===== src/rtl/qpht_pkg.sv =====
// ----------------------------------------------------------------------------
// qpht_pkg
// Shared sizes, codes and the slot entry layout of the quadratic probe
// hash table.
// ----------------------------------------------------------------------------
`default_nettype none

package qpht_pkg;

  // Table size and the widths that follow from it.
  localparam int unsigned SLOTS  = 7;
  localparam int unsigned SLOT_W = (SLOTS > 1) ? $clog2(SLOTS) : 1;
  localparam int unsigned CNT_W  = $clog2(SLOTS + 1);

  // Item field widths.
  localparam int unsigned OP_W   = 2;
  localparam int unsigned KEY_W  = 31;
  localparam int unsigned VAL_W  = 32;
  localparam int unsigned STAT_W = 2;
  localparam int unsigned MARK_W = 2;

  // Sized forms of the table size for compares in the datapath.
  localparam logic [SLOT_W:0]   SLOTS_N   = (SLOT_W + 1)'(SLOTS);
  localparam logic [CNT_W-1:0]  SLOTS_CNT = CNT_W'(SLOTS);
  localparam logic [CNT_W-1:0]  LAST_CNT  = CNT_W'(SLOTS - 1);
  localparam logic [SLOT_W-1:0] LAST_SLOT = SLOT_W'(SLOTS - 1);

  // Reciprocal for key mod SLOTS: the quotient estimate is low by at most one.
  localparam logic [KEY_W-1:0] RECIP = KEY_W'((64'd1 << KEY_W) / SLOTS);

  // Operation codes.
  localparam logic [OP_W-1:0] OP_INSERT = 2'd0;
  localparam logic [OP_W-1:0] OP_SEARCH = 2'd1;
  localparam logic [OP_W-1:0] OP_REMOVE = 2'd2;

  // Result status codes.
  localparam logic [STAT_W-1:0] STAT_OK      = 2'd0;
  localparam logic [STAT_W-1:0] STAT_MISSING = 2'd1;
  localparam logic [STAT_W-1:0] STAT_FULL    = 2'd2;

  // Slot marks.
  localparam logic [MARK_W-1:0] MARK_EMPTY   = 2'd0;
  localparam logic [MARK_W-1:0] MARK_DELETED = 2'd1;
  localparam logic [MARK_W-1:0] MARK_USED    = 2'd2;

  // One slot as held in the table memory.
  typedef struct packed {
    logic [MARK_W-1:0] mark;
    logic [KEY_W-1:0]  key;
    logic [VAL_W-1:0]  value;
  } entry_t;

  localparam int unsigned ENTRY_W = $bits(entry_t);

endpackage

`default_nettype wire


===== src/rtl/qpht_ifs.sv =====
// ----------------------------------------------------------------------------
// qpht_ifs
// Request and result channels of the quadratic probe hash table.
// ----------------------------------------------------------------------------
`default_nettype none

interface qpht_in_if;
  logic                                  valid;
  logic                                  ready;
  logic [qpht_pkg::OP_W-1:0]             opcode;
  logic [qpht_pkg::KEY_W-1:0]            key;
  logic signed [qpht_pkg::VAL_W-1:0]     entry_value;

  modport source (output valid, opcode, key, entry_value, input ready);
  modport sink   (input valid, opcode, key, entry_value, output ready);
endinterface

interface qpht_out_if;
  logic                                  valid;
  logic                                  ready;
  logic [qpht_pkg::STAT_W-1:0]           status;
  logic signed [qpht_pkg::VAL_W-1:0]     read_value;

  modport source (output valid, status, read_value, input ready);
  modport sink   (input valid, status, read_value, output ready);
endinterface

`default_nettype wire


===== src/rtl/qpht_ram.sv =====
// ----------------------------------------------------------------------------
// qpht_ram
// Generic single-write, single-read memory with a registered read port.
// ----------------------------------------------------------------------------
`default_nettype none

module qpht_ram #(
  parameter int unsigned WIDTH = 8,
  parameter int unsigned DEPTH = 4
) (
  input  wire logic                     clk_i,
  input  wire logic                     we_i,
  input  wire logic [$clog2(DEPTH)-1:0] waddr_i,
  input  wire logic [WIDTH-1:0]         wdata_i,
  input  wire logic                     re_i,
  input  wire logic [$clog2(DEPTH)-1:0] raddr_i,
  output logic      [WIDTH-1:0]         rdata_o
);

  logic [WIDTH-1:0] mem_q [DEPTH];

  // Write port.
  always_ff @(posedge clk_i) begin
    if (we_i) begin
      mem_q[waddr_i] <= wdata_i;
    end
  end

  // Read port, registered.
  always_ff @(posedge clk_i) begin
    if (re_i) begin
      rdata_o <= mem_q[raddr_i];
    end
  end

endmodule

`default_nettype wire


===== src/rtl/quadratic_probe_hash_table_core.sv =====
// ----------------------------------------------------------------------------
// quadratic_probe_hash_table_core
// Open-addressing key/value table with quadratic probing. Each item inserts
// or updates, searches or removes one key and yields exactly one result item.
// ----------------------------------------------------------------------------
//
//   Channel  Dir   Handshake      Payload
//   in_i     in    valid/ready    opcode[1:0], key[30:0], entry_value[31:0]
//   out_o    out   valid/ready    status[1:0], read_value[31:0]
//
// After reset a clearing pass marks every slot empty, one slot per cycle,
// and no item is taken during that pass.
// An item passes the hashing states S_HASH_MUL, S_HASH_SCALE and S_HASH_REM
// (key mod SLOTS via a reciprocal multiply), then probes P slots (one memory
// read per cycle, 1 <= P <= SLOTS), then the decision and writeback state
// S_DECIDE. One item is worked on at a time. The result register lets the
// next item be taken while a result still waits; the writeback cycle stalls
// only if the previous result has not been taken yet.
// ----------------------------------------------------------------------------
`default_nettype none

module quadratic_probe_hash_table_core (
  input  wire logic       clk_i,
  input  wire logic       rst_ni,
  qpht_in_if.sink         in_i,
  qpht_out_if.source      out_o
);

  typedef enum logic [2:0] {
    S_CLEAR,
    S_IDLE,
    S_HASH_MUL,
    S_HASH_SCALE,
    S_HASH_REM,
    S_PROBE,
    S_DECIDE
  } state_e;

  state_e state_q;

  // Request held for the whole operation.
  logic [qpht_pkg::OP_W-1:0]    op_q;
  logic [qpht_pkg::KEY_W-1:0]   key_q;
  logic [qpht_pkg::VAL_W-1:0]   val_q;

  // Hash pipeline.
  logic [2*qpht_pkg::KEY_W-1:0] prod_q;
  logic [qpht_pkg::KEY_W:0]     qs_q;
  logic [qpht_pkg::KEY_W-1:0]   quot_c;
  logic [qpht_pkg::KEY_W:0]     rem_c;
  logic [qpht_pkg::SLOT_W:0]    rem_n_c;
  logic [qpht_pkg::SLOT_W:0]    rem_wrap_c;
  logic [qpht_pkg::SLOT_W-1:0]  home_c;

  // Probe walk.
  logic [qpht_pkg::SLOT_W-1:0]  clr_q;
  logic [qpht_pkg::SLOT_W-1:0]  probe_slot_q;
  logic [qpht_pkg::SLOT_W-1:0]  step_q;
  logic [qpht_pkg::CNT_W-1:0]   iss_cnt_q;
  logic [qpht_pkg::CNT_W-1:0]   chk_cnt_q;
  logic                         rd_pend_q;
  logic [qpht_pkg::SLOT_W-1:0]  pend_slot_q;
  logic [qpht_pkg::SLOT_W:0]    slot_sum_c;
  logic [qpht_pkg::SLOT_W:0]    slot_wrap_c;
  logic [qpht_pkg::SLOT_W-1:0]  slot_nxt_c;
  logic [qpht_pkg::SLOT_W:0]    step_sum_c;
  logic [qpht_pkg::SLOT_W:0]    step_wrap_c;
  logic [qpht_pkg::SLOT_W-1:0]  step_nxt_c;

  // Probe findings.
  logic                         found_q;
  logic [qpht_pkg::SLOT_W-1:0]  hit_slot_q;
  logic [qpht_pkg::VAL_W-1:0]   hit_val_q;
  logic                         free_vld_q;
  logic [qpht_pkg::SLOT_W-1:0]  free_slot_q;

  // Result register.
  logic                         out_valid_q;
  logic [qpht_pkg::STAT_W-1:0]  out_status_q;
  logic [qpht_pkg::VAL_W-1:0]   out_rv_q;

  // Memory port signals.
  logic                         ram_we_c;
  logic [qpht_pkg::SLOT_W-1:0]  ram_waddr_c;
  qpht_pkg::entry_t             ram_wentry_c;
  logic                         ram_re_c;
  logic [qpht_pkg::SLOT_W-1:0]  ram_raddr_c;
  logic [qpht_pkg::ENTRY_W-1:0] ram_rdata;
  qpht_pkg::entry_t             ent_c;

  // Probe evaluation.
  logic                         hit_c;
  logic                         empty_c;
  logic                         open_c;
  logic                         stop_c;

  // Decision.
  logic                         out_free_c;
  logic                         dec_go_c;
  logic                         dec_we_c;
  logic [qpht_pkg::SLOT_W-1:0]  dec_addr_c;
  qpht_pkg::entry_t             dec_entry_c;
  logic [qpht_pkg::STAT_W-1:0]  dec_status_c;
  logic [qpht_pkg::VAL_W-1:0]   dec_rv_c;

  // Table memory: mark, key and value of every slot.
  qpht_ram #(
    .WIDTH (qpht_pkg::ENTRY_W),
    .DEPTH (qpht_pkg::SLOTS)
  ) u_table (
    .clk_i   (clk_i),
    .we_i    (ram_we_c),
    .waddr_i (ram_waddr_c),
    .wdata_i (ram_wentry_c),
    .re_i    (ram_re_c),
    .raddr_i (ram_raddr_c),
    .rdata_o (ram_rdata)
  );

  assign in_i.ready       = (state_q == S_IDLE);
  assign out_o.valid      = out_valid_q;
  assign out_o.status     = out_status_q;
  assign out_o.read_value = $signed(out_rv_q);

  // Home slot: key minus the estimated multiple, then one correction.
  always_comb begin
    quot_c     = prod_q[2*qpht_pkg::KEY_W-1:qpht_pkg::KEY_W];
    rem_c      = {1'b0, key_q} - qs_q;
    rem_n_c    = rem_c[qpht_pkg::SLOT_W:0];
    rem_wrap_c = rem_n_c - qpht_pkg::SLOTS_N;
    home_c     = (rem_n_c >= qpht_pkg::SLOTS_N) ? rem_wrap_c[qpht_pkg::SLOT_W-1:0]
                                                 : rem_n_c[qpht_pkg::SLOT_W-1:0];
  end

  // Next probe slot: home + i*i grows by 2i+1 from one probe to the next.
  always_comb begin
    slot_sum_c  = {1'b0, probe_slot_q} + {1'b0, step_q};
    slot_wrap_c = slot_sum_c - qpht_pkg::SLOTS_N;
    slot_nxt_c  = (slot_sum_c >= qpht_pkg::SLOTS_N) ? slot_wrap_c[qpht_pkg::SLOT_W-1:0]
                                                     : slot_sum_c[qpht_pkg::SLOT_W-1:0];
    step_sum_c  = {1'b0, step_q} + (qpht_pkg::SLOT_W + 1)'(2);
    step_wrap_c = step_sum_c - qpht_pkg::SLOTS_N;
    step_nxt_c  = (step_sum_c >= qpht_pkg::SLOTS_N) ? step_wrap_c[qpht_pkg::SLOT_W-1:0]
                                                     : step_sum_c[qpht_pkg::SLOT_W-1:0];
  end

  // Look at the slot that came back from memory this cycle.
  always_comb begin
    ent_c   = qpht_pkg::entry_t'(ram_rdata);
    hit_c   = rd_pend_q && (ent_c.mark == qpht_pkg::MARK_USED) && (ent_c.key == key_q);
    empty_c = rd_pend_q && (ent_c.mark == qpht_pkg::MARK_EMPTY);
    open_c  = rd_pend_q && (ent_c.mark != qpht_pkg::MARK_USED);
    stop_c  = hit_c || empty_c || (rd_pend_q && (chk_cnt_q == qpht_pkg::LAST_CNT));
  end

  // Final decision from the probe findings.
  always_comb begin
    out_free_c   = !out_valid_q || out_o.ready;
    dec_go_c     = (state_q == S_DECIDE) && out_free_c;
    dec_we_c     = 1'b0;
    dec_addr_c   = hit_slot_q;
    dec_entry_c  = '{mark: qpht_pkg::MARK_USED, key: key_q, value: val_q};
    dec_status_c = qpht_pkg::STAT_MISSING;
    dec_rv_c     = '0;
    case (op_q)
      qpht_pkg::OP_INSERT: begin
        if (found_q) begin
          dec_we_c     = 1'b1;
          dec_status_c = qpht_pkg::STAT_OK;
        end else if (free_vld_q) begin
          dec_we_c     = 1'b1;
          dec_addr_c   = free_slot_q;
          dec_status_c = qpht_pkg::STAT_OK;
        end else begin
          dec_status_c = qpht_pkg::STAT_FULL;
        end
      end
      qpht_pkg::OP_SEARCH: begin
        if (found_q) begin
          dec_status_c = qpht_pkg::STAT_OK;
          dec_rv_c     = hit_val_q;
        end
      end
      qpht_pkg::OP_REMOVE: begin
        if (found_q) begin
          dec_we_c     = 1'b1;
          dec_entry_c  = '{mark: qpht_pkg::MARK_DELETED, key: key_q, value: hit_val_q};
          dec_status_c = qpht_pkg::STAT_OK;
        end
      end
      default: begin
        dec_status_c = qpht_pkg::STAT_MISSING;
      end
    endcase
  end

  // Memory port control: clearing pass, probe reads, writeback.
  always_comb begin
    ram_we_c     = 1'b0;
    ram_waddr_c  = clr_q;
    ram_wentry_c = '{mark: qpht_pkg::MARK_EMPTY, key: '0, value: '0};
    ram_re_c     = (state_q == S_PROBE) && (iss_cnt_q != qpht_pkg::SLOTS_CNT);
    ram_raddr_c  = probe_slot_q;
    if (state_q == S_CLEAR) begin
      ram_we_c = 1'b1;
    end else if (dec_go_c && dec_we_c) begin
      ram_we_c     = 1'b1;
      ram_waddr_c  = dec_addr_c;
      ram_wentry_c = dec_entry_c;
    end
  end

  // Sequencer, probe bookkeeping and result register.
  always_ff @(posedge clk_i or negedge rst_ni) begin
    if (!rst_ni) begin
      state_q      <= S_CLEAR;
      clr_q        <= '0;
      op_q         <= '0;
      key_q        <= '0;
      val_q        <= '0;
      prod_q       <= '0;
      qs_q         <= '0;
      probe_slot_q <= '0;
      step_q       <= '0;
      iss_cnt_q    <= '0;
      chk_cnt_q    <= '0;
      rd_pend_q    <= 1'b0;
      pend_slot_q  <= '0;
      found_q      <= 1'b0;
      hit_slot_q   <= '0;
      hit_val_q    <= '0;
      free_vld_q   <= 1'b0;
      free_slot_q  <= '0;
      out_valid_q  <= 1'b0;
      out_status_q <= '0;
      out_rv_q     <= '0;
    end else begin
      // A taken result frees the output register, unless a new result
      // moves in at the same edge.
      if (out_valid_q && out_o.ready && !dec_go_c) begin
        out_valid_q <= 1'b0;
      end

      unique case (state_q)
        S_CLEAR: begin
          clr_q <= clr_q + 1'b1;
          if (clr_q == qpht_pkg::LAST_SLOT) begin
            state_q <= S_IDLE;
          end
        end
        S_IDLE: begin
          if (in_i.valid) begin
            op_q    <= in_i.opcode;
            key_q   <= in_i.key;
            val_q   <= $unsigned(in_i.entry_value);
            state_q <= S_HASH_MUL;
          end
        end
        S_HASH_MUL: begin
          prod_q  <= key_q * qpht_pkg::RECIP;
          state_q <= S_HASH_SCALE;
        end
        S_HASH_SCALE: begin
          qs_q    <= (qpht_pkg::KEY_W + 1)'(quot_c) * (qpht_pkg::KEY_W + 1)'(qpht_pkg::SLOTS);
          state_q <= S_HASH_REM;
        end
        S_HASH_REM: begin
          probe_slot_q <= home_c;
          step_q       <= qpht_pkg::SLOT_W'(1);
          iss_cnt_q    <= '0;
          chk_cnt_q    <= '0;
          rd_pend_q    <= 1'b0;
          found_q      <= 1'b0;
          free_vld_q   <= 1'b0;
          state_q      <= S_PROBE;
        end
        S_PROBE: begin
          // Issue the next probe read; a finished walk drops any read still
          // in flight.
          rd_pend_q <= ram_re_c && !stop_c;
          if (ram_re_c) begin
            pend_slot_q  <= probe_slot_q;
            probe_slot_q <= slot_nxt_c;
            step_q       <= step_nxt_c;
            iss_cnt_q    <= iss_cnt_q + 1'b1;
          end
          // Evaluate the slot read in the previous cycle.
          if (rd_pend_q) begin
            chk_cnt_q <= chk_cnt_q + 1'b1;
          end
          if (open_c && !free_vld_q) begin
            free_vld_q  <= 1'b1;
            free_slot_q <= pend_slot_q;
          end
          if (stop_c) begin
            found_q    <= hit_c;
            hit_slot_q <= pend_slot_q;
            hit_val_q  <= ent_c.value;
            state_q    <= S_DECIDE;
          end
        end
        S_DECIDE: begin
          if (dec_go_c) begin
            out_valid_q  <= 1'b1;
            out_status_q <= dec_status_c;
            out_rv_q     <= dec_rv_c;
            state_q      <= S_IDLE;
          end
        end
        default: begin
          state_q <= S_IDLE;
        end
      endcase
    end
  end

  // A result appears only out of the decision cycle.
  assert property (@(posedge clk_i) disable iff (!rst_ni)
    $rose(out_valid_q) |-> $past(state_q == S_DECIDE))
    else $error("Result raised outside the decision cycle.");

  // The table is never written while a probe walk reads it.
  assert property (@(posedge clk_i) disable iff (!rst_ni)
    (state_q == S_PROBE) |-> !ram_we_c)
    else $error("Table written during a probe walk.");

  // Only a successful search carries a value.
  assert property (@(posedge clk_i) disable iff (!rst_ni)
    (out_valid_q && (out_status_q != qpht_pkg::STAT_OK)) |-> (out_rv_q == '0))
    else $error("Nonzero value with a failing status.");

  // The walk never reads more slots than the table holds.
  assert property (@(posedge clk_i) disable iff (!rst_ni)
    (state_q == S_PROBE) |-> (iss_cnt_q <= qpht_pkg::SLOTS_CNT))
    else $error("Probe walk ran past the table size.");

endmodule

`default_nettype wire


===== src/flat_wrapper.sv =====
// flat-port wrapper written by rule: the top's interface ports become plain ports
module quadratic_probe_hash_table_core_flat 
  (clk_i, rst_ni, in_i_valid, in_i_opcode, in_i_key, in_i_entry_value, in_i_ready, out_o_valid, out_o_status, out_o_read_value, out_o_ready);
  qpht_in_if in_i_i ();
  qpht_out_if out_o_i ();
  input  wire logic clk_i;
  input  wire logic rst_ni;
  input wire logic [$bits(in_i_i.valid)-1:0] in_i_valid;
  input wire logic [$bits(in_i_i.opcode)-1:0] in_i_opcode;
  input wire logic [$bits(in_i_i.key)-1:0] in_i_key;
  input wire logic [$bits(in_i_i.entry_value)-1:0] in_i_entry_value;
  output wire logic [$bits(in_i_i.ready)-1:0] in_i_ready;
  output wire logic [$bits(out_o_i.valid)-1:0] out_o_valid;
  output wire logic [$bits(out_o_i.status)-1:0] out_o_status;
  output wire logic [$bits(out_o_i.read_value)-1:0] out_o_read_value;
  input wire logic [$bits(out_o_i.ready)-1:0] out_o_ready;
  assign in_i_i.valid = in_i_valid;
  assign in_i_i.opcode = in_i_opcode;
  assign in_i_i.key = in_i_key;
  assign in_i_i.entry_value = in_i_entry_value;
  assign in_i_ready = in_i_i.ready;
  assign out_o_valid = out_o_i.valid;
  assign out_o_status = out_o_i.status;
  assign out_o_read_value = out_o_i.read_value;
  assign out_o_i.ready = out_o_ready;
  quadratic_probe_hash_table_core u_core (.clk_i(clk_i), .rst_ni(rst_ni), .in_i(in_i_i), .out_o(out_o_i));
endmodule

===== config.mk =====
export PLATFORM = sky130hd
export DESIGN_NAME = quadratic_probe_hash_table_core_flat
export DESIGN_NICKNAME = d
export VERILOG_FILES = /design/src/rtl/qpht_pkg.sv /design/src/rtl/qpht_ifs.sv /design/src/rtl/qpht_ram.sv /design/src/rtl/quadratic_probe_hash_table_core.sv /design/src/flat_wrapper.sv
export SDC_FILE = /design/constraint.sdc
export NUM_CORES = 1
export LEC_CHECK = 0
export BUFFER_PORTS_ARGS = -buffer_cell sky130_fd_sc_hd__buf_2
export CAP_MARGIN = 20
export CORE_UTILIZATION = 61
export DETAILED_ROUTE_END_ITERATION = 10
export HOLD_SLACK_MARGIN = 0.15
export PLACE_DENSITY = 0.78
export SYNTH_ARGS = -nofsm -noshare
export SYNTH_HDL_FRONTEND = slang
export SYNTH_SLANG_ARGS = --single-unit

===== constraint.sdc =====
create_clock -name clk_i -period 12 [get_ports clk_i]
set_input_delay 1.8 -clock clk_i [delete_from_list [all_inputs] [get_ports clk_i]]
set_output_delay 1.8 -clock clk_i [all_outputs]
set_load 0.01 [all_outputs]

==> summary.txt, run 1 <==
Setup path
  – Reg2reg setup slack: 6.34 ns
  – Worst-path fanout max: 10
  – Critical Path AT: 6.17 ns
  – Worst setup EP type: flip-flop
  – Worst path required time: 12.51 ns
  – Worst Path Class, Setup: flip-flop to flip-flop
  – Startpoint type of the worst setup path: flip-flop

STA
  – Slew @ Worst Pin: 1.15 ns
  – Final Skew: 0.0180 ns
  – Tmin final: 5.66 ns
  – # setup viols final: 0
  – Fmax: 0.177 GHz
  – Final hold vios: 0
  – Period utilisation layout: 47.2%
  – Slew HR: 23.5%
  – Max-slew violations: 0
  – Total negative slack: 0 ns
  – RSZ-0062 raised after global routing: no

GRT
  – Largest net degree at the start of global routing: 96
  – Overflow after GRT: 0
  – GRT Util Overall: 28.1%
  – Antenna violations before repair: 3
  – Vias in the first global route: 19,900
  – First-pass GRT wire length: 117,000 um

Yosys
  – Count of cell types in the netlist: 60
  – Syn_nets: 2,614
  – Mapped Cells: 2,261
  – Top cell type's share of synthesized area: 46.8%
  – Synth warnings: 0
  – Sequential element share of the synthesized area: 59.6%
  – FFs w/ async S/R, synth: 24.6%
  – Post-synth EDFFs: 520
  – Syn_area_per_cell: 14.7 um^2
  – Synthesized area: 33,300 um^2
  – Primary FF master, synth: edfxtp_1
  – Synth top area cells: edfxtp_1, dfrtp_1, fa_1, ha_1, mux4_2
  – Post-synth top area cell: edfxtp_1
  – Register bit total from synthesis: 690

Floorplan
  – Area of the die: 55,600 um^2
  – Die height: 236 um
  – Core area: 53,900 um^2
  – Row count: 85
  – Initial Util: 61.8%
  – IO Count: 105
  – Die X: 236 um

Final layout
  – Fillers: 3,596
  – Diode count: 0
  – Final Cell Area: 36,900 um^2
  – Most common cell after layout, fill and taps aside: edfxtp_1
  – Layout cell share with drive strength beyond 1: 19.7%
  – Synthesis-to-finish area growth: 10.8%
  – Fin nets: 2,728
  – Commonest non-fill, non-tap cells in the layout: edfxtp_1, inv_1, nand2_1
  – Post-Layout Cell Count: 3,129

Detailed routing
  – DR vias/cell: 6.01
  – DRT iter0 DRCs: 1,761
  – WL/cell: 24.2 um
  – Drt total wl: 75,700 um
  – Drt drc: 0
  – Via count: 18,800
  – Remaining antenna violation count: 0
  – DR pass1 iterations: 5

Clock tree
  – # resized after CTS: 0
  – Root buffer cell: clkbuf_16
  – CTS tree: done
  – Clk buf depth: 3
  – Clock-pin slew on the worst setup and hold paths: 0.06 ns
  – # H-tree levels: 3
  – Cts bufs inserted: 71
  – Hold-fix buffers, CTS: 0
  – Clock sinks: 690
  – Post-CTS setup repair buffer count: 0
  – Worst-Skew Late Latency: 0.63 ns

Status
  – Status: finished, final reports clean

Flow run
  – Max cap viols: 0

Place
  – Area after DPL: 34,600 um^2
  – Placed Cells: 2,998
  – DP HPWL: 47,100 um
  – I/O Buffers: 104
  – Gpl congestion: 0.928

Min path
  – Hold Path Class: flip-flop to flip-flop
==> routing by layer <==
layer / vias up / global-route usage, % / part of all wire [%]
met5: - / 0 / 0.050
met4: 6 / 9.17 / 2.5
met3: 140 / 4.51 / 6.1
met2: 678 / 45.8 / 49
met1: 9725 / 39.2 / 42
li1: 8249 / - / -
==> cell usage after synthesis (2+ instances only) <==
| master | count |
|---|---|
| buf_4 | 6 |
| a21oi_1 | 26 |
| buf_12 | 3 |
| clkbuf_1 | 47 |
| nor4_1 | 5 |
| and2_1 | 36 |
| a22o_1 | 33 |
| a2111oi_0 | 3 |
| nand3_1 | 9 |
| nand2b_1 | 5 |
| and3_1 | 2 |
| edfxtp_1 | 520 |
| and2_2 | 2 |
| nand4_1 | 9 |
| buf_2 | 25 |
| nor2_1 | 23 |
| nor3_1 | 9 |
| mux2_4 | 30 |
| mux2i_1 | 71 |
| buf_1 | 4 |
| o21ai_1 | 2 |
| fa_1 | 117 |
| mux2_2 | 122 |
| or3_1 | 2 |
| nor2b_1 | 7 |
| inv_1 | 276 |
| o21a_1 | 6 |
| xnor2_1 | 52 |
| a32o_1 | 2 |
| nand2_1 | 192 |
| or2_2 | 4 |
| mux4_2 | 65 |
| ha_1 | 167 |
| o21ai_0 | 149 |
| o22ai_1 | 3 |
| a31oi_1 | 2 |
| a21o_1 | 11 |
| dfrtp_1 | 170 |
| xor2_1 | 20 |
| o31ai_1 | 4 |
==> worst paths after layout <==
kind	from	end	depth (start not counted)
min in group asynchronous	rst_ni	u_core.key_q[19]	1
worst min-delay path	u_core.out_o.read_value[4]	u_core.out_o.read_value[4]	2
worst max-delay path	u_core.key_q[1]	u_core.prod_q[34]	18
worst max register to register	u_core.key_q[1]	u_core.prod_q[34]	18
worst min register to register	u_core.out_o.read_value[4]	u_core.out_o.read_value[4]	2
max in group asynchronous	rst_ni	u_core.state_q[2]	3
==> cell type report <==
| cell class | instances | area [um^2] | share of cell area [%] |
|---|---|---|---|
| clock buffer | 102 | 2000 | 5.42 |
| clock inverter | 29 | 367 | 0.993 |
| inverter | 276 | 1040 | 2.80 |
| multi-input combinational | 1209 | 12100 | 32.7 |
| sequential | 690 | 19900 | 53.8 |
| tap | 696 | 871 | 2.36 |
| timing repair buffer | 127 | 714 | 1.93 |
==> through the flow <==
stage          utilization (%)  worst slack [ns]  hold slack (ns)
6_report                  68.5              6.34            0.473
5_1_grt                   68.5              6.16            0.496
4_1_cts                   68.5              6.36            0.480
3_5_place_dp              64.1              6.38            0.465
3_3_place_gp              64.1              6.51            0.457
2_1_floorplan                -              4.24            0.455
==> registers in the layout (all words and copies together), names as in the netlist, 2 cells and up <==
name	cells
u_core.out_o.status	2
u_core.out_o.read_value	32
u_core.val_q	32
u_core.op_q	2
u_core.chk_cnt_q	3
u_core.step_q	3
u_core.free_slot_q	3
u_core.prod_q	4
u_core.key_q	31
u_core.probe_slot_q	3
u_core.hit_val_q	32
u_core.iss_cnt_q	3
u_core.u_table.rdata_o	65
u_core.pend_slot_q	3
u_core.state_q	3
u_core.clr_q	3
u_core.u_table.mem_q	455
u_core.hit_slot_q	3
u_core.qs_q	4
==> worst max-delay path, cell delays in order, from the launching register on <==
cell,delay [ns]
dfrtp_1,0.65
ha_1,0.38
xor2_1,0.17
ha_1,0.17
or2_2,0.30
fa_1,0.50
fa_1,0.53
fa_1,0.54
inv_1,0.06
fa_1,0.54
inv_1,0.05
ha_1,0.32
a21oi_1,0.15
o21a_1,0.18
nand4_1,0.10
o211ai_1,0.29
nand4_1,0.17
and3_1,0.21
o31ai_1,0.24
==> cells by family (layout without fill, tap and decap cells) <==
group                    after synthesis  count (layout)  synth area share (%)
AO/OA/AOI/OAI                        252             252                  4.53
XOR/XNOR                              72              72                  1.89
adder cells (fa/ha/maj)              284             284                  13.3
buffers and inverters                362             534                  4.41
flip-flops                           690             690                  59.6
multiplexers                         288             288                  12.0
AND/OR/NAND/NOR                      313             313                  4.30
Power of run 1 is not shown: default switching activity piles up to over one toggle a cycle in this logic, so the estimate is an artifact.
==> run 2: changes to the inputs <==
--- a/config.mk
+++ b/config.mk
@@ -7,10 +7,10 @@
 export LEC_CHECK = 0
 export BUFFER_PORTS_ARGS = -buffer_cell sky130_fd_sc_hd__buf_2
 export CAP_MARGIN = 20
-export CORE_UTILIZATION = 61
+export CORE_UTILIZATION = 57
 export DETAILED_ROUTE_END_ITERATION = 10
 export HOLD_SLACK_MARGIN = 0.15
-export PLACE_DENSITY = 0.78
+export PLACE_DENSITY = 0.77
 export SYNTH_ARGS = -nofsm -noshare
 export SYNTH_HDL_FRONTEND = slang
 export SYNTH_SLANG_ARGS = --single-unit
==> constraint.sdc (replaced) <==
create_clock -name clk_i -period 5.1 [get_ports clk_i]
set_input_delay 0.765 -clock clk_i [delete_from_list [all_inputs] [get_ports clk_i]]
set_output_delay 0.765 -clock clk_i [all_outputs]
set_load 0.01 [all_outputs]
==> run 2 against run 1 <==
Compared with the run above:
- sequential share of layout area is 1.3 points lower
- clock-buffer cell count down 8
- clock skew grew 0.015 ns
- cell count is 4.1% higher
- register-to-register slack worse by 6.3 ns
- largest cell class unchanged
==> summary.txt, run 2 (synthesis gave the netlist of run 1 again) <==
Final layout
  – Largest regs: u_core.u_table.mem_q: 455 flops, u_core.u_table.rdata_o: 65 flops
  – Diode count: 0 (unchanged)
  – Post-Layout Cell Count: 3,258 (+4.1%)
  – Reg with most FFs: u_core.u_table.mem_q
  – Most common cell after layout, fill and taps aside: edfxtp_1
  – Layout cell share with drive strength beyond 1: 23.5% (+3.8 points)
  – Final Cell Area: 37,900 um^2 (+2.5%)
  – Fillers: 4,003 (+11%)
  – Fin nets: 2,788 (+2.2%)
  – Synthesis-to-finish area growth: 13.5%
  – Fin util: 65.6% (-2.9 points)
  – Max FFs per register: 455 (unchanged)
  – Commonest non-fill, non-tap cells in the layout: edfxtp_1, inv_1, nand2_1

Place
  – Setup slack at placement: -0.221 ns (-6.60 ns)
  – Placed Cells: 3,111 (+3.8%)
  – Area after DPL: 35,100 um^2 (+1.6%)
  – I/O Buffers: 104 (unchanged)
  – Gpl congestion: 0.999 (+7.7%)
  – DP HPWL: 47,100 um (about the same)

GRT
  – First-pass GRT wire length: 115,000 um (-1.5%)
  – Vias in the first global route: 19,800 (-0.73%)
  – GRT Util Overall: 25.9% (-2.2 points)
  – Overflow after GRT: 0 (unchanged)
  – Antenna violations before repair: 3 (unchanged)
  – Largest net degree at the start of global routing: 198 (+110%)

Clock tree
  – Root buffer cell: clkbuf_16
  – Worst-Skew Late Latency: 0.63 ns (about the same)
  – Cts bufs inserted: 71 (unchanged)
  – CTS tree: done
  – Clk buf depth: 3 (unchanged)
  – # H-tree levels: 3 (unchanged)
  – Clock-pin slew on the worst setup and hold paths: 0.06 ns (about the same)
  – Clock sinks: 690 (unchanged)

STA
  – Final Skew: 0.0335 ns (+0.0155 ns)
  – Slew @ Worst Pin: 1.20 ns (+0.0561 ns)
  – Final WS setup: 0.0740 ns (-6.27 ns)
  – # setup viols final: 0 (unchanged)
  – Period utilisation layout: 98.5% (+51 points)
  – Fmax: 0.199 GHz (+13%)
  – Tmin final: 5.03 ns (-0.634 ns)
  – RSZ-0062 raised after global routing: yes
  – Max-slew violations: 0 (unchanged)
  – Slew HR: 19.7% (-3.7 points)
  – Final hold vios: 0 (unchanged)

Min path
  – Hold Path Class: input pin to asynchronous set/reset pin

Floorplan
  – Die height: 244 um (+3.4%)
  – Core area: 57,700 um^2 (+7.0%)
  – Area of the die: 59,500 um^2 (+7.0%)
  – Row count: 88 (+3.5%)
  – IO Count: 105 (unchanged)
  – Initial Util: 57.8% (-4.0 points)
  – Die X: 244 um (+3.4%)

Setup path
  – CP max stage cell: fa_1
  – Crit path max-delay family: adder cells
  – Most common cell on crit path: fa_1
  – Worst setup EP type: flip-flop
  – Worst stage delay on the critical path: 0.54 ns (-0.11 ns)
  – CP bufs+invs: 2 (unchanged)
  – Worst Path Class, Setup: flip-flop to flip-flop
  – Critical Path AT: 5.54 ns (-0.63 ns)
  – Worst-path fanout max: 4 (-6)
  – Startpoint type of the worst setup path: flip-flop
  – Worst path required time: 5.61 ns (-6.90 ns)
  – Crit-path cells: ha_4 -> xor2_1 -> ha_2 -> fa_1 -> fa_1 -> fa_1 -> inv_1 -> fa_1 -> inv_1 -> ha_1 -> and4_4 -> nand2_2 -> nand4_1 -> o211ai_1 -> a31oi_4 -> o21a_1 -> o31ai_2

Status
  – Status: finished, final reports clean

Detailed routing
  – Drt total wl: 74,800 um (-1.2%)
  – Via count: 18,700 (-0.52%)
  – Drt drc: 0 (unchanged)
  – Remaining antenna violation count: 0 (unchanged)
  – DR pass1 iterations: 5 (unchanged)
  – DR vias/cell: 5.74 (-4.5%)
  – DRT iter0 DRCs: 1,486 (-16%)
  – WL/cell: 23.0 um (-5.1%)

Flow run
  – Max cap viols: 0 (unchanged)
==> run 2: cell types whose count changed in the layout (fill, tap and decap cells not counted), moves of 8 or more <==
cell,delta
buf_12,+8
buf_4,+50
clkbuf_8,-9
dfrtp_1,-9
dfrtp_2,+9
ha_1,-24
ha_4,+18
==> run 2: per-stage QoR <==
stage / setup TNS (ns) / hold slack, ns
6_report: 0 / 0.190
3_3_place_gp: -0.167 / 0.460
4_1_cts: 0 / 0.249
2_1_floorplan: -317.28 / 0.455
3_5_place_dp: -0.368 / 0.465
5_1_grt: -0.192 / 0.280
==> run 2: layer usage <==
metal,global-route usage (%),wire length (um),vias up
met3,5.29,5170,141
met5,0,0,-
li1,-,-,8380
met4,8.49,2250,0
met2,41.5,35800,619
met1,35.8,31600,9561
==> run 2: worst paths after layout <==
| kind | startpoint | to | slack (ns) | depth (start not counted) |
|---|---|---|---|---|
| min | rst_ni | u_core.key_q[17] | 0.19 | 1 |
| min reg2reg | u_core.u_table.rdata_o[8] | u_core.hit_val_q[8] | 0.48 | 1 |
| max | u_core.key_q[1] | u_core.prod_q[33] | 0.07 | 17 |
| min in group clk_i | in_i_key[18] | u_core.key_q[18] | 0.36 | 3 |
| max reg2reg | u_core.key_q[1] | u_core.prod_q[33] | 0.07 | 17 |
| max in group asynchronous | rst_ni | u_core.val_q[31] | 3.78 | 2 |
==> run 2: cell type report <==
cell class / count / area (um^2) / area share [%]
clock buffer: 94 / 1880 / 4.97
clock inverter: 37 / 404 / 1.07
inverter: 276 / 1040 / 2.74
multi-input combinational: 1209 / 12400 / 32.8
sequential: 690 / 19900 / 52.5
tap: 765 / 957 / 2.53
timing repair buffer: 187 / 1270 / 3.36
==> run 2: repair_timing <==
action	4_1_cts	5_1_grt
setup endpoints to repair	3	4
hold buffers	0	0
endpoints found under the hold margin	0	0
setup buffers	1	15
pin swaps	12	33
gates resized for setup	6	57
Power of run 2 is left out for the same reason.
==> run 3: changes to the inputs <==
--- a/config.mk
+++ b/config.mk
@@ -7,10 +7,10 @@
 export LEC_CHECK = 0
 export BUFFER_PORTS_ARGS = -buffer_cell sky130_fd_sc_hd__buf_2
 export CAP_MARGIN = 20
-export CORE_UTILIZATION = 57
+export CORE_UTILIZATION = 25
 export DETAILED_ROUTE_END_ITERATION = 10
 export HOLD_SLACK_MARGIN = 0.15
-export PLACE_DENSITY = 0.77
+export PLACE_DENSITY = 0.47
 export SYNTH_ARGS = -nofsm -noshare
 export SYNTH_HDL_FRONTEND = slang
 export SYNTH_SLANG_ARGS = --single-unit
==> run 3 against run 2 <==
Compared with the run above:
- first-iteration DRC count down 26%
- die area up 130%
- fmax up 0.88%
- sequential share of layout area down 2.5 points
- global-route usage down 13 points
- setup slack better by 0.044 ns
- hold slack better by 0.14 ns
- core utilization down 35 points
- routed wire length up 15%
- register-to-register slack better by 0.04 ns
==> summary.txt, run 3 (synthesis gave the netlist of run 1 again) <==
Status
  – Status: finished, final reports clean

STA
  – Period utilisation layout: 97.7% (-0.86 points)
  – Slew @ Worst Pin: 0.990 ns (-0.214 ns)
  – RSZ-0062 raised after global routing: yes
  – Slew HR: 34.0% (+14 points)
  – Fmax: 0.201 GHz (+0.88%)
  – Total negative slack: 0 ns (unchanged)
  – # setup viols final: 0 (unchanged)
  – Max-slew violations: 0 (unchanged)
  – Final WS setup: 0.118 ns (+0.0439 ns)
  – Final Skew: 0.0277 ns (-0.00579 ns)
  – Final hold vios: 0 (unchanged)
  – Tmin final: 4.98 ns (-0.0439 ns)

Min path
  – Hold Path Cell Cnt: 3
  – HP Start: in_i_key[16]
  – End of the worst hold path: u_core.key_q[16]
  – Hold Path Class: input pin to flip-flop

GRT
  – Overflow after GRT: 0 (unchanged)
  – Vias in the first global route: 20,400 (+3.0%)
  – Antenna violations before repair: 2 (-1)
  – GRT Util Overall: 12.8% (-13 points)
  – First-pass GRT wire length: 130,000 um (+13%)
  – Largest net degree at the start of global routing: 125 (-37%)

Floorplan
  – Core area: 132,000 um^2 (+130%)
  – Die height: 367 um (+51%)
  – Initial Util: 25.3% (-33 points)
  – Die X: 367 um (+51%)
  – Row count: 133 (+51%)
  – IO Count: 105 (unchanged)
  – Area of the die: 135,000 um^2 (+130%)

Setup path
  – Reg2reg setup slack: 0.12 ns (+0.04 ns)
  – Worst Path Class, Setup: flip-flop to flip-flop
  – Crit path from: u_core.key_q[1]
  – Critical Path AT: 5.53 ns (about the same)
  – R2R Path Start: u_core.key_q[1]
  – Worst setup EP type: flip-flop
  – Worst path required time: 5.65 ns (+0.04 ns)
  – R2R depth: 19 (+2)
  – Startpoint type of the worst setup path: flip-flop
  – Reg2reg end: u_core.prod_q[33]
  – Worst-path fanout max: 3 (-1)

Clock tree
  – Root buffer cell: clkbuf_16
  – Clock-pin slew on the worst setup and hold paths: 0.06 ns (about the same)
  – Clock sinks: 690 (unchanged)
  – Worst-Skew Late Latency: 0.64 ns (about the same)
  – Cts bufs inserted: 77 (+8.5%)
  – CTS tree: done
  – Clk buf depth: 3 (unchanged)
  – # H-tree levels: 3 (unchanged)

Place
  – DP HPWL: 54,800 um (+16%)
  – Gpl congestion: 0.838 (-16%)
  – Setup slack at placement: -0.195 ns (+0.0260 ns)
  – I/O Buffers: 104 (unchanged)

Final layout
  – Most common cell after layout, fill and taps aside: edfxtp_1
  – Synthesis-to-finish area growth: 19.2%
  – FF/Latch Area: 19,900 um^2 (about the same)
  – Largest regs: u_core.u_table.mem_q: 455 flops, u_core.u_table.rdata_o: 65 flops
  – Max FFs per register: 455 (unchanged)
  – Area of the multi-input gates: 12,400 um^2 (about the same)
  – Fin nets: 2,837 (+1.8%)
  – Fillers: 13,100 (+230%)
  – Layout cell share with drive strength beyond 1: 25.7% (+2.2 points)
  – Reg with most FFs: u_core.u_table.mem_q
  – Commonest non-fill, non-tap cells in the layout: edfxtp_1, inv_1, nand2_1

Detailed routing
  – DR pass1 iterations: 5 (unchanged)
  – Drt total wl: 85,700 um (+15%)
  – WL/cell: 19.9 um (-13%)
  – DR vias/cell: 4.26 (-26%)
  – DRT iter0 DRCs: 1,101 (-26%)
  – Via count: 18,400 (-1.9%)
  – Drt drc: 0 (unchanged)
  – Remaining antenna violation count: 0 (unchanged)

Flow run
  – Max cap viols: 0 (unchanged)
## run 3: layout make-up
cell class                 instances  area share [%]
timing repair buffer             230            4.13
clock buffer                     104            5.30
sequential                       690            50.0
multi-input combinational       1209            31.2
inverter                         276            2.61
tap                             1755            5.52
antenna                            1         0.00629
clock inverter                    39            1.17
## run 3: worst max path at each step
stage                                      end  slack (ns)  cells after the start
global placement             u_core.prod_q[34]       -0.11                     19
finish                       u_core.prod_q[33]        0.12                     19
CTS                          u_core.prod_q[34]       0.002                     19
floorplan           u_core.u_table.mem_q[1][0]       -1.63                      8
detailed placement           u_core.prod_q[33]       -0.19                     18
global route                 u_core.prod_q[33]       -0.07                     19
## run 3: per-layer routing
metal  GRT usage (%)  vias up  routed length (um)
li1                -     8482                   -
met1            17.2     9453               39000
met2            21.4      312               41700
met3            1.41      108                2540
met4            4.29        0                2490
met5               0        -                   0
## run 3: per-stage QoR
stage	hold slack, ns	cells	cell area, um^2	utilization, %
finish	0.331	4304	39800	30.1
global route	0.313	4303	39800	30.1
detailed placement	0.466	4144	36700	27.8
global placement	0.461	4143	36700	27.8
CTS	0.286	4288	39400	29.8
floorplan	0.455	2261	33400	-
## run 3: critical path, cell delays in order, from the launching register on
cell	delay [ns]
dfrtp_2	0.43
ha_4	0.27
buf_4	0.14
ha_2	0.16
or2_4	0.25
fa_1	0.56
fa_1	0.44
fa_1	0.52
inv_1	0.05
fa_1	0.51
inv_2	0.05
ha_4	0.22
a21oi_2	0.13
o21a_1	0.18
nand4_1	0.09
o211ai_1	0.21
buf_4	0.17
a31oi_4	0.10
o21a_1	0.19
o31ai_2	0.22
## run 3: repair_timing
action | 4_1_cts | 5_1_grt
endpoints found under the setup margin | 4 | 4
endpoints found under the hold margin | 1 | 0
gates cloned | 0 | 0
hold buffers | 1 | 0
setup buffers | 0 | 15
resized for setup | 18 | 51
pin swaps | 6 | 32
Power of run 3 is left out for the same reason.
